**src/rtl/mmcal_pkg.sv**
```systemverilog
// ----------------------------------------------------------------------------
// mmcal_pkg
// Shared types and constants of the min/max magnetometer calibration block.
// ----------------------------------------------------------------------------
package mmcal_pkg;

  localparam int SAMPLE_BITS     = 16;
  localparam int SLOPE_FRAC_BITS = 16;
  localparam int SLOPE_INT_BITS  = 8;
  localparam int SLOPE_BITS      = SLOPE_INT_BITS + SLOPE_FRAC_BITS;
  localparam int FI_BITS         = 15;
  // numerator of the slope: 2 * field_intensity, shifted up by the fraction
  localparam int NUM_BITS        = FI_BITS + 1 + SLOPE_FRAC_BITS;
  localparam int NUM_AXES        = 3;
  localparam int AXIS_BITS       = $clog2(NUM_AXES);

  localparam logic [FI_BITS-1:0] FI_RESET = FI_BITS'(3571);

  // command codes
  localparam logic [1:0] CMD_CLEAR  = 2'd0;
  localparam logic [1:0] CMD_SAMPLE = 2'd1;
  localparam logic [1:0] CMD_FINISH = 2'd2;

  // configuration port
  localparam int APB_DATA_BITS = 32;
  localparam int APB_ADDR_BITS = 3;
  localparam logic [0:0] REG_FIELD_INTENSITY = 1'b0;

  typedef struct packed {
    logic [1:0]                    cmd;
    logic signed [SAMPLE_BITS-1:0] sample_x;
    logic signed [SAMPLE_BITS-1:0] sample_y;
    logic signed [SAMPLE_BITS-1:0] sample_z;
  } mmcal_in_t;

  typedef struct packed {
    logic signed [SAMPLE_BITS-1:0] offset_x;
    logic signed [SAMPLE_BITS-1:0] offset_y;
    logic signed [SAMPLE_BITS-1:0] offset_z;
    logic [SLOPE_BITS-1:0]         slope_x;
    logic [SLOPE_BITS-1:0]         slope_y;
    logic [SLOPE_BITS-1:0]         slope_z;
    logic                          calib_error;
  } mmcal_out_t;

endpackage

```
**src/rtl/magnetometer_min_max_calibration_top.sv**
```systemverilog
// ----------------------------------------------------------------------------
// magnetometer_min_max_calibration_top
// Per-axis min/max tracking with hard-iron offset and scale factor report.
// ----------------------------------------------------------------------------
//  channel | direction | handshake                   | transaction
//  in      | input     | in_valid_i / in_stall_o     | command and xyz sample
//  out     | output    | out_valid_o / out_stall_i   | offsets, slopes, error
//  cfg     | input     | psel/penable/pwrite, pready | field_intensity register
//
//  Clear and sample commands are applied when accepted. A finish command with
//  no sample or a zero range reports in the cycle after it is accepted;
//  otherwise one restoring divider, one quotient bit a cycle, serves the three
//  axes in turn before the result is registered. The input stalls while
//  dividing, and a finish command also stalls while an earlier result is
//  still held. Reset clears the trackers and loads field_intensity with 3571.
// ----------------------------------------------------------------------------
module magnetometer_min_max_calibration_top (
  input  logic                                      clk_i,
  input  logic                                      rst_ni,
  input  logic                                      in_valid_i,
  output logic                                      in_stall_o,
  input  mmcal_pkg::mmcal_in_t                      in_data_i,
  output logic                                      out_valid_o,
  input  logic                                      out_stall_i,
  output mmcal_pkg::mmcal_out_t                     out_data_o,
  input  logic                                      psel,
  input  logic                                      penable,
  input  logic                                      pwrite,
  input  logic [mmcal_pkg::APB_ADDR_BITS-1:0]       paddr,
  input  logic [mmcal_pkg::APB_DATA_BITS-1:0]       pwdata,
  output logic [mmcal_pkg::APB_DATA_BITS-1:0]       prdata,
  output logic                                      pready
);
  import mmcal_pkg::*;

  localparam int CNT_BITS = $clog2(NUM_BITS);
  localparam logic signed [SAMPLE_BITS-1:0] SAMPLE_MAX = {1'b0, {(SAMPLE_BITS-1){1'b1}}};
  localparam logic signed [SAMPLE_BITS-1:0] SAMPLE_MIN = {1'b1, {(SAMPLE_BITS-1){1'b0}}};
  localparam logic [AXIS_BITS-1:0] LAST_AXIS = AXIS_BITS'(NUM_AXES - 1);
  localparam logic [CNT_BITS-1:0]  LAST_BIT  = CNT_BITS'(NUM_BITS - 1);

  typedef enum logic [1:0] {
    ST_IDLE,
    ST_LOAD,
    ST_DIV
  } state_e;

  state_e                        state_q;
  logic [AXIS_BITS-1:0]          axis_q;
  logic [CNT_BITS-1:0]           cnt_q;
  logic                          seen_q;
  logic                          out_valid_q;
  logic [FI_BITS-1:0]            fi_q;
  logic signed [SAMPLE_BITS-1:0] max_q [NUM_AXES];
  logic signed [SAMPLE_BITS-1:0] min_q [NUM_AXES];

  logic [SAMPLE_BITS-1:0]        divisor_q;
  logic [SAMPLE_BITS-1:0]        rem_q;
  logic [NUM_BITS-1:0]           quo_q;
  mmcal_out_t                    out_q;

  logic                          in_accept;
  logic                          out_take;
  logic                          cfg_write;
  logic                          last_bit;
  logic                          zero_rng;
  logic signed [SAMPLE_BITS-1:0] smp [NUM_AXES];
  logic signed [SAMPLE_BITS-1:0] mid [NUM_AXES];
  logic signed [SAMPLE_BITS:0]   sum [NUM_AXES];
  logic [SAMPLE_BITS-1:0]        range_sel;
  logic [SAMPLE_BITS:0]          trial;
  logic                          ge;
  logic [SAMPLE_BITS-1:0]        rem_d;
  logic [NUM_BITS-1:0]           quo_d;
  logic [SLOPE_BITS-1:0]         slope_d;
  logic [NUM_BITS-1:0]           numerator;

  // --------------------------------------------------------------------------
  // handshakes and configuration port
  // --------------------------------------------------------------------------
  assign in_stall_o  = (state_q != ST_IDLE) || (out_valid_q && in_data_i.cmd == CMD_FINISH);
  assign in_accept   = in_valid_i && !in_stall_o;
  assign out_take    = out_valid_q && !out_stall_i;
  assign out_valid_o = out_valid_q;
  assign out_data_o  = out_q;

  assign pready    = 1'b1;
  assign cfg_write = psel && penable && pwrite && pready &&
                     (paddr[APB_ADDR_BITS-1:2] == REG_FIELD_INTENSITY);
  assign prdata    = (paddr[APB_ADDR_BITS-1:2] == REG_FIELD_INTENSITY) ?
                     APB_DATA_BITS'(fi_q) : '0;

  // --------------------------------------------------------------------------
  // trackers, offsets and the shared divider step
  // --------------------------------------------------------------------------
  assign smp[0] = in_data_i.sample_x;
  assign smp[1] = in_data_i.sample_y;
  assign smp[2] = in_data_i.sample_z;

  always_comb begin
    zero_rng = 1'b0;
    for (int i = 0; i < NUM_AXES; i++) begin
      sum[i]   = {max_q[i][SAMPLE_BITS-1], max_q[i]} + {min_q[i][SAMPLE_BITS-1], min_q[i]};
      // arithmetic shift right by one: drop the low bit
      mid[i]   = sum[i][SAMPLE_BITS:1];
      zero_rng = zero_rng || (max_q[i] == min_q[i]);
    end
  end

  // max >= min once a sample is seen, so the difference fits unsigned
  assign range_sel = SAMPLE_BITS'(max_q[axis_q] - min_q[axis_q]);
  assign numerator = {fi_q, 1'b0, {SLOPE_FRAC_BITS{1'b0}}};

  assign trial    = {rem_q, quo_q[NUM_BITS-1]};
  assign ge       = trial >= {1'b0, divisor_q};
  assign rem_d    = ge ? SAMPLE_BITS'(trial - {1'b0, divisor_q}) : trial[SAMPLE_BITS-1:0];
  assign quo_d    = {quo_q[NUM_BITS-2:0], ge};
  assign slope_d  = (|quo_d[NUM_BITS-1:SLOPE_BITS]) ? '1 : quo_d[SLOPE_BITS-1:0];
  assign last_bit = (cnt_q == LAST_BIT);

  // --------------------------------------------------------------------------
  // sequencer and control state
  // --------------------------------------------------------------------------
  always_ff @(posedge clk_i or negedge rst_ni) begin
    if (!rst_ni) begin
      state_q     <= ST_IDLE;
      axis_q      <= '0;
      cnt_q       <= '0;
      seen_q      <= 1'b0;
      out_valid_q <= 1'b0;
      fi_q        <= FI_RESET;
      for (int i = 0; i < NUM_AXES; i++) begin
        max_q[i] <= SAMPLE_MIN;
        min_q[i] <= SAMPLE_MAX;
      end
    end else begin
      if (cfg_write) begin
        fi_q <= pwdata[FI_BITS-1:0];
      end
      if (out_take) begin
        out_valid_q <= 1'b0;
      end
      case (state_q)
        ST_IDLE: begin
          if (in_accept) begin
            case (in_data_i.cmd)
              CMD_CLEAR: begin
                seen_q <= 1'b0;
                for (int i = 0; i < NUM_AXES; i++) begin
                  max_q[i] <= SAMPLE_MIN;
                  min_q[i] <= SAMPLE_MAX;
                end
              end
              CMD_SAMPLE: begin
                seen_q <= 1'b1;
                for (int i = 0; i < NUM_AXES; i++) begin
                  if (smp[i] > max_q[i]) max_q[i] <= smp[i];
                  if (smp[i] < min_q[i]) min_q[i] <= smp[i];
                end
              end
              CMD_FINISH: begin
                if (!seen_q || zero_rng) begin
                  out_valid_q <= 1'b1;
                end else begin
                  axis_q  <= '0;
                  state_q <= ST_LOAD;
                end
              end
              default: ;
            endcase
          end
        end
        ST_LOAD: begin
          cnt_q   <= '0;
          state_q <= ST_DIV;
        end
        ST_DIV: begin
          cnt_q <= cnt_q + 1'b1;
          if (last_bit) begin
            if (axis_q == LAST_AXIS) begin
              out_valid_q <= 1'b1;
              state_q     <= ST_IDLE;
            end else begin
              axis_q  <= axis_q + 1'b1;
              state_q <= ST_LOAD;
            end
          end
        end
        default: state_q <= ST_IDLE;
      endcase
    end
  end

  // --------------------------------------------------------------------------
  // divider datapath and result register
  // --------------------------------------------------------------------------
  always_ff @(posedge clk_i) begin
    case (state_q)
      ST_IDLE: begin
        if (in_accept && in_data_i.cmd == CMD_FINISH) begin
          out_q.offset_x    <= seen_q ? mid[0] : '0;
          out_q.offset_y    <= seen_q ? mid[1] : '0;
          out_q.offset_z    <= seen_q ? mid[2] : '0;
          out_q.slope_x     <= '0;
          out_q.slope_y     <= '0;
          out_q.slope_z     <= '0;
          out_q.calib_error <= !seen_q || zero_rng;
        end
      end
      ST_LOAD: begin
        divisor_q <= range_sel;
        rem_q     <= '0;
        quo_q     <= numerator;
      end
      ST_DIV: begin
        rem_q <= rem_d;
        quo_q <= quo_d;
        if (last_bit) begin
          case (axis_q)
            2'd0:    out_q.slope_x <= slope_d;
            2'd1:    out_q.slope_y <= slope_d;
            default: out_q.slope_z <= slope_d;
          endcase
        end
      end
      default: ;
    endcase
  end

  // --------------------------------------------------------------------------
  // assertions
  // --------------------------------------------------------------------------
  // the divider never runs over a result that is still held
  a_no_div_with_result: assert property (@(posedge clk_i) disable iff (!rst_ni)
    (state_q == ST_DIV) |-> !out_valid_q)
    else $error("divider active while a result is pending");

  // an error result carries zero slopes
  a_error_zero_slope: assert property (@(posedge clk_i) disable iff (!rst_ni)
    (out_valid_q && out_q.calib_error) |->
      (out_q.slope_x == '0 && out_q.slope_y == '0 && out_q.slope_z == '0))
    else $error("error result with nonzero slope");

  // trackers stay ordered once a sample is seen
  a_tracker_order: assert property (@(posedge clk_i) disable iff (!rst_ni)
    seen_q |-> (max_q[0] >= min_q[0] && max_q[1] >= min_q[1] && max_q[2] >= min_q[2]))
    else $error("tracker max below min");

  // a result appears only after a finish transaction or the last divider step
  a_result_source: assert property (@(posedge clk_i) disable iff (!rst_ni)
    $rose(out_valid_q) |-> ($past(in_accept) || $past(state_q == ST_DIV)))
    else $error("result raised without a source");

endmodule
```
**config.mk**
```make
export PLATFORM = sky130hd
export DESIGN_NAME = magnetometer_min_max_calibration_top
export DESIGN_NICKNAME = d
export VERILOG_FILES = /design/src/rtl/mmcal_pkg.sv /design/src/rtl/magnetometer_min_max_calibration_top.sv
export SDC_FILE = /design/constraint.sdc
export NUM_CORES = 1
export LEC_CHECK = 0
export BUFFER_PORTS_ARGS = -buffer_cell sky130_fd_sc_hd__buf_2
export CAP_MARGIN = 25
export CORE_MARGIN = 4
export CORE_UTILIZATION = 60
export CTS_CLUSTER_DIAMETER = 120
export DETAILED_ROUTE_END_ITERATION = 8
export PLACE_DENSITY = 0.83
export SETUP_SLACK_MARGIN = 0.3
export SLEW_MARGIN = 5
export SYNTH_ARGS = -nofsm -noshare
export SYNTH_HDL_FRONTEND = slang
export SYNTH_SLANG_ARGS = --single-unit
```
**constraint.sdc**
```tcl
create_clock -name clk_i -period 13.3 [get_ports clk_i]
set_clock_uncertainty 0.15 [all_clocks]
set_input_delay 1.995 -clock clk_i [delete_from_list [all_inputs] [get_ports clk_i]]
set_output_delay 1.995 -clock clk_i [all_outputs]
set_load 0.05 [all_outputs]
```
### Yosys cells after proc, flatten, opt, wreduce, memory -nomap -nowiden

Cells that the tools add are included.

| word-level totals | value |
|---|---|
| bits in registers | 307 |
| bits of input ports | 92 |
| output and inout bits | 156 |

| operators by class | value |
|---|---|
| add/subtract/negate cells | 7 |
| order comparisons | 8 |
| equal/unequal tests | 25 |
| multiplexer cells | 46 |
| bitwise logic cells | 2 |
| reduce and logical (&&, ||, !) cells | 36 |

Operators with widths:

| cell | count |
|---|---|
| 48-bit case mux with 2 select lines | 2 |
| 16-bit two-way mux | 11 |
| 72-bit case mux with 2 select lines | 1 |
| 24-bit two-way mux | 4 |
| 73-bit two-way mux | 1 |
| 72-bit two-way mux | 1 |
| 16-bit binary-select mux with 2-bit select | 2 |
| 32-bit case mux with 2 select lines | 1 |
| 16-bit by 16-bit adder with 17-bit output | 3 |
| 16-bit == test | 3 |
| 16-bit > comparator | 3 |
| 16-bit < comparator | 3 |
| 4-bit AND reduction | 10 |
| 16-bit case mux with 2 select lines | 1 |
| 16-bit subtractor | 2 |
| 2-bit inequality test, second input constant | 13 |
| 2-bit two-way mux | 9 |
| 17-bit by 16-bit greater-or-equal comparator with 1-bit output | 1 |
| 15-bit two-way mux | 1 |
| 5-bit case mux with 2 select lines | 1 |
| 2-bit nonzero test | 4 |
| 8-bit OR reduction | 1 |
| 1-bit logical AND | 7 |
| 1-bit two-way mux | 7 |
| other kinds (19) | 32 |

### Longest topological paths before layout

Gate-level depths: netlist of the first run.

| depth | value |
|---|---|
| depth after elaboration | 8 |
| gate-level depth with buffers | 16 |

### Least setup slack after synthesis of the first run

OpenSTA, ideal clock, no wires.

| timing | value |
|---|---|
| path type | input -> register |
| start point | input port in_valid_i |
| end point | register out_q, in the netlist out_data_o[10], enable pin |
| setup time | 0.413 ns |
| data arrival time | 9.147 ns |
| data required time | 12.737 ns |
| slack | 3.590 ns |
| cell stages on the path | 4 |
| buffers on the path | 0 |
| cell sequence | nand2_1 -> nor4b_1 -> a21oi_1 -> a21oi_1 |

| between the ends | value |
|---|---|
| longest elaborated chain between the ends | 4 |

Ends and longest elaborated chain:

| item | RTL line | text |
|---|---|---|
| start, declared | magnetometer_min_max_calibration_top.sv:20 | `input logic in_valid_i,` |
| 1-bit logical AND | magnetometer_min_max_calibration_top.sv:82 | `assign in_accept = in_valid_i && !in_stall_o;` |
| 1-bit logical AND | magnetometer_min_max_calibration_top.sv:200 | `if (in_accept && in_data_i.cmd == CMD_FINISH) begin` |
| 2-bit inequality test (no line) | - |  |
| 4-bit AND reduction (no line) | - |  |
| end, declared | magnetometer_min_max_calibration_top.sv:60 | `mmcal_out_t out_q;` |

Every way passes these cells.
A chain may end at the register's enable or synchronous reset.

### Worst setup path after layout of the first run

| timing | value |
|---|---|
| start point | input port in_data_i[48] (netlist bit) |
| end point | output port in_stall_o |

| between the ends | value |
|---|---|
| longest elaborated chain between the ends | 3 |

Ends and longest elaborated chain:

| item | RTL line | text |
|---|---|---|
| start, declared | magnetometer_min_max_calibration_top.sv:22 | `input mmcal_pkg::mmcal_in_t in_data_i,` |
| 2-bit == test | magnetometer_min_max_calibration_top.sv:81 | `assign in_stall_o = (state_q != ST_IDLE) \|\| (out_valid_q && in_data_i.cmd == CMD_FINISH);` |
| 1-bit logical AND | magnetometer_min_max_calibration_top.sv:81 |  |
| 1-bit logical OR | magnetometer_min_max_calibration_top.sv:81 |  |
| end, declared | magnetometer_min_max_calibration_top.sv:21 | `output logic in_stall_o,` |

Every way passes these cells.

==> results of run 1 <==
==> stage by stage <==
step                hold WS (ns)  instance area (sq um)
CTS                        0.358                  20400
detailed placement         0.345                  19400
global route               0.390                  20500
finish                     0.358                  20500
floorplan                  0.329                  18100
global placement           0.338                  19400
==> worst max-delay path by stage <==
stage / cells past startpoint / endpoint / from / slack [ns]
floorplan: 4 / out_data_o[10] / in_valid_i / 3.59
global placement: 4 / in_stall_o / in_data_i[48] / 8.44
detailed placement: 4 / in_stall_o / in_data_i[48] / 8.43
CTS: 4 / in_stall_o / in_data_i[48] / 8.43
global route: 4 / in_stall_o / in_data_i[48] / 8.39
finish: 4 / in_stall_o / in_data_i[48] / 8.41
==> metal layers <==
| metal | vias to the layer above | part of all wire (%) | GRT usage (%) |
|---|---|---|---|
| li1 | 6338 | - | - |
| met2 | 535 | 50 | 47.0 |
| met5 | - | 0 | 0 |
| met1 | 6720 | 39 | 33.9 |
| met3 | 127 | 6.6 | 4.99 |
| met4 | 0 | 4.8 | 11.7 |
==> placed cells by master, fill, tap and decap left out, drive strengths merged, types with 13 or more instances in the layout <==
master	instances
a211oi	13
a21o	45
a21oi	85
a22o	45
and2	40
buf	224
clkbuf	45
conb	18
dfrtp	65
dfstp	57
edfxtp	185
ha	182
inv	173
mux2	27
mux2i	42
nand2	107
nand3	27
nand4	15
nor2	75
nor2b	24
nor4	15
o21a	16
o21ai	77
o22a	45
xnor2	44
xor2	26
==> layout make-up <==
class | instances | area [sq um] | area share, %
tap | 390 | 488 | 2.39
antenna | 1 | 2.50 | 0.0122
clock inverter | 14 | 106 | 0.520
multi-input combinational | 1108 | 8410 | 41.1
timing repair buffer | 224 | 1180 | 5.76
sequential | 307 | 8680 | 42.4
clock buffer | 45 | 947 | 4.63
inverter | 172 | 646 | 3.16
==> critical path, cell delays in order <==
cell,delay [ns]
buf_2,0.19
nand3b_1,0.18
nand2_1,0.07
buf_2,0.29
==> registers in the layout (all words and copies together) (netlist names) <==
register	count
out_data_o	121
max_q	48
min_q	48
quo_q	32
divisor_q	16
rem_q	16
fi_q	15
cnt_q	5
axis_q	2
state_q	2
out_valid_o	1
seen_q	1
==> cell families (layout without fill, tap and decap cells) <==
family	after synthesis	in the layout	share of synthesized area, %
flops	307	307	48.2
compound gates	399	399	15.4
xor+xnor	70	70	3.41
buf+inv	237	455	5.51
simple gates	365	365	10.2
fa+ha+maj	187	187	13.2
mux	69	69	4.03
other cells	2	19	0.0417
==> where the power goes <==
| group | total, W | leakage [nW] | switching (W) | internal, W |
|---|---|---|---|---|
| clock | 0.000903 | 0.520 | 0.000382 | 0.000522 |
| combinational | 0.00351 | 5.73 | 0.00209 | 0.00142 |
| sequential | 0.00194 | 3.23 | 0.000333 | 0.00161 |
| total | 0.00635 | 9.48 | 0.00281 | 0.00355 |
==> summary.txt, run 1 <==
Min path
  • Hold Path Cell Cnt: 1
  • Hold/Removal Path Class: reg2reg
  • Min-Delay Endpoint: fi_q[3]
  • Min-delay src: fi_q[3]

Synthesis
  • Post-synth top area cell: edfxtp_1
  • Synth top area share: 30.9%
  • Count of cell types in the netlist: 74
  • Synthesized area: 18000 sq um
  • Yosys reg bits: 307
  • Post-synth EDFFs: 185
  • Dominant synthesized flop cell: edfxtp_1
  • Synthesis Warnings: 0
  • Average cell area after synthesis: 11.0 sq um
  • Asr flop ratio synth: 39.7%
  • Ranking of synthesized cells by area: edfxtp_1, ha_1, dfrtp_1
  • Syn Inst Count: 1636
  • Synth cell count leaders: edfxtp_1, ha_1, inv_1
  • Top-count cell post-synth: edfxtp_1
  • Sequential area share after synthesis: 48.2%

Floorplan
  • Core Box Area: 29600 sq um
  • IO Count: 248
  • Site row count: 63
  • DIE AREA: 32800 sq um
  • Die Span X: 181 microns
  • Initial Utilization: 60.7%
  • Die H: 181 microns

Detailed routing
  • Via count: 13700
  • DRT Pass-1 Iters: 5
  • WL/cell: 20.3 microns
  • Final WL: 45.9 mm
  • Post-route DRC violation count: 0
  • Post-DRT Antenna Nets: 0
  • Via-to-Cell Ratio: 6.07
  • DRT iter0 DRCs: 1278

Worst setup path
  • CP required: 11.15 ns
  • Crit. End Element: output port
  • R2R depth: 15
  • CP Class: in2out
  • Flop2flop setup slack: 8.98 ns
  • Crit path arrival time: 2.74 ns
  • Worst Path Max Fanout: 6
  • Startpoint types: primary input
  • Worst r2r src: axis_q[0]
  • R2r endpoint: divisor_q[14]

Final layout
  • Area Overhead vs Synth: 13.7%
  • Final non-filler cell total: 2261
  • Fillers: 2143
  • Fin util: 69.0%
  • Layout Nets: 2126
  • Share of layout cells above drive strength 1: 20.4%

Clock tree
  • CTS-repair resized insts: 0
  • CTS tree: yes
  • TritonCTS buffer count: 34
  • H-tree lvl count: 2
  • Root buf cell: clkbuf_16
  • Post-cts hold buffer count: 0
  • Worst-path clk slew: 0.06 ns
  • Max Buffers Root-to-Sink: 3
  • Clock latency on the worst-skew pair: 0.52 ns
  • Post-CTS Setup Bufs: 0
  • CTS Sinks: 307

Power and ir drop
  • Leak pwr: 9.48 nW
  • Design Power: 0.00635 W
  • Pwr Density: 311 nW/um^2
  • Max VDD drop: 0.152 mV

Placement
  • Routability cong.: 0.960
  • Placed cells: 2200
  • DP HPWL: 33.9 mm
  • Pre-CTS setup slack: 8.43 ns
  • Number of buffers added on ports: 210

STA
  • Setup TNS: 0 ns
  • Fin. max-slew vios: 0
  • Least-Margin Pin Slew: 1.07 ns
  • RSZ-0062 raised after global routing: no
  • Finish-stage setup viols: 0
  • Worst rel slew slack: 28.8%
  • Fmax achieved: 0.205 GHz
  • Setup ws final: 8.41 ns
  • Final Hold Viols: 0
  • Period Utilization, post-route: 36.7%
  • Fin crit period: 4.89 ns

Status
  • Status: completed

Job
  • Max cap viols: 0

GRT
  • Initial antenna violation count: 1
  • Total GRT Usage: 27.3%
  • Global-route wire length before repair: 72.5 mm
  • GRT overflow: 0
  • Largest net degree at the start of global routing: 66
  • Vias in the first global route: 13700
(Power assumes the default switching activity.)
==> run 2: changes to the inputs <==
--- a/config.mk
+++ b/config.mk
@@ -8,10 +8,10 @@
 export BUFFER_PORTS_ARGS = -buffer_cell sky130_fd_sc_hd__buf_2
 export CAP_MARGIN = 25
 export CORE_MARGIN = 4
-export CORE_UTILIZATION = 60
+export CORE_UTILIZATION = 53
 export CTS_CLUSTER_DIAMETER = 120
 export DETAILED_ROUTE_END_ITERATION = 8
-export PLACE_DENSITY = 0.83
+export PLACE_DENSITY = 0.77
 export SETUP_SLACK_MARGIN = 0.3
 export SLEW_MARGIN = 5
 export SYNTH_ARGS = -nofsm -noshare
==> constraint.sdc (replaced) <==
create_clock -name clk_i -period 4.1 [get_ports clk_i]
set_clock_uncertainty 0.15 [all_clocks]
set_input_delay 0.615 -clock clk_i [delete_from_list [all_inputs] [get_ports clk_i]]
set_output_delay 0.615 -clock clk_i [all_outputs]
set_load 0.05 [all_outputs]
==> run 2 against run 1 <==
Register-to-register slack worse by 8.5 ns. Final area is 0.94% higher. Largest cell class unchanged. Utilization is 7.4 points lower. Wire length is 0.58% lower. Total power grew to 3.3 times the previous value. Flip-flop and latch count stayed put. Critical endpoint is now divisor_q[14]. Sequential share of layout area is 0.40 points lower.
==> summary.txt, run 2 (same netlist as run 1, synthesis figures left out) <==
STA
  • Fin crit period: 3.58 ns
  • RSZ-0062 raised after global routing: no
  • Fin. max-slew vios: 0
  • Fmax achieved: 0.279 GHz
  • Setup ws final: 0.517 ns
  • Period Utilization, post-route: 87.4%
  • Final Hold Viols: 0
  • Finish-stage setup viols: 0
  • Setup TNS: 0 ns
  • Worst rel slew slack: 34.9%
  • Least-Margin Pin Slew: 0.976 ns

Detailed routing
  • Post-route DRC violation count: 0
  • Post-DRT Antenna Nets: 0
  • DRT iter0 DRCs: 958
  • Final WL: 45.7 mm
  • DRT Pass-1 Iters: 7
  • Via-to-Cell Ratio: 5.78
  • Via count: 13400
  • WL/cell: 19.7 microns

Power and ir drop
  • Net load switching power: 0.00910 W
  • Comb power frac: 54.9%
  • Internal: 0.0116 W
  • Sequential share of power: 30.5%
  • Leak pwr: 9.52 nW
  • Clock power frac: 14.6%
  • Max VDD drop: 0.527 mV
  • Switching share of power: 43.9%
  • Pwr Density: 1000 nW/um^2

Placement
  • Pre-CTS setup slack: 0.595 ns
  • Routability cong.: 0.946
  • DP HPWL: 34.3 mm
  • Number of buffers added on ports: 210

Status
  • Status: completed

Floorplan
  • Die H: 192 microns
  • Die Span X: 192 microns
  • Core Box Area: 33500 sq um
  • Site row count: 67
  • DIE AREA: 37000 sq um
  • IO Count: 248
  • Initial Utilization: 53.7%

Job
  • Max cap viols: 0

GRT
  • GRT overflow: 0
  • Largest net degree at the start of global routing: 70
  • Initial antenna violation count: 0
  • Vias in the first global route: 13300
  • Total GRT Usage: 24.2%
  • Global-route wire length before repair: 70.4 mm

Worst setup path
  • Crit path arrival time: 3.72 ns
  • CP Class: reg2reg
  • Startpoint types: register
  • Crit. End Element: register
  • CP required: 4.23 ns
  • Worst Path Max Fanout: 30

Clock tree
  • CTS Sinks: 307
  • H-tree lvl count: 2
  • Clock latency on the worst-skew pair: 0.53 ns
  • Post-cts hold buffer count: 0
  • Post-CTS Setup Bufs: 0
  • Worst-path clk slew: 0.07 ns
  • CTS tree: yes
  • CTS-repair resized insts: 0
  • TritonCTS buffer count: 34
  • Root buf cell: clkbuf_16
  • Max Buffers Root-to-Sink: 3

Final layout
  • Ant. Diodes: 0
  • Area Overhead vs Synth: 14.8%
  • Share of layout cells above drive strength 1: 20.8%
  • Layout Nets: 2129
  • Most common cell after layout, fill and taps aside: buf_2
  • Fin util: 61.6%
  • Max reg flops: 121
  • Most frequent cells in the layout: buf_2, edfxtp_1, ha_1

Min path
  • Hold/Removal Path Class: in2async
run 2: worst max-delay path, cell delays in order, from the launching register on:
cell and delay [ns]:
dfrtp_1 0.49, buf_12 0.26, mux2i_1 0.41, o21ai_0 0.18, ha_1 0.39, a21oi_1 0.21, o21ai_0 0.19, or4_1 0.53
a31o_2 0.25, a21oi_1 0.18, xnor2_1 0.08
run 2: worst paths after layout:
path / cells after the start / end / slack [ns] / start
max: 10 / divisor_q[14] / 0.52 / axis_q[1]
min: 1 / cnt_q[2] / 0.11 / rst_ni
max reg2reg: 10 / divisor_q[14] / 0.52 / axis_q[1]
min reg2reg: 1 / fi_q[3] / 0.36 / fi_q[3]
max in group asynchronous: 2 / min_q[21] / 2.79 / rst_ni
min in group clk_i: 3 / out_valid_o / 0.16 / out_stall_i
run 2: layout make-up:
cell class / instances / area, sq um
Fill cell: 2750 / 12900
Inverter: 172 / 646
Tap cell: 448 / 561
Multi-Input combinational cell: 1108 / 8440
Sequential cell: 307 / 8680
Clock inverter: 14 / 174
Clock buffer: 48 / 947
Timing Repair Buffer: 227 / 1210
run 2: metal layers:
metal  wire, microns  share of wire (%)  up-vias  global-route usage, %
met3            2540                5.6      144                   3.53
li1                -                  -     6337                      -
met2           22000                 48      437                   40.8
met5               0                  0        -                      0
met1           18900                 41     6516                   31.1
met4            2250                4.9        0                   10.5
run 2: power groups by stage:
stage	clock network, W	registers [W]	logic, W
6_report	0.00303	0.00631	0.0114
5_1_grt	0.00323	0.00639	0.0126
4_1_cts	0.00308	0.00627	0.0113
3_5_place_dp	0	0.00632	0.0112
3_3_place_gp	0	0.00629	0.0109
2_1_floorplan	0	0.00668	0.00798
run 2: metrics by stage:
stage	hold slack [ns]	instance area (sq um)	cells	total power [W]
floorplan	0.169	18100	1652	0.0147
global placement	0.340	19500	2262	0.0172
detailed placement	0.346	19500	2262	0.0176
CTS	0.115	20700	2324	0.0207
global route	0.156	20700	2324	0.0222
finish	0.114	20700	2324	0.0207
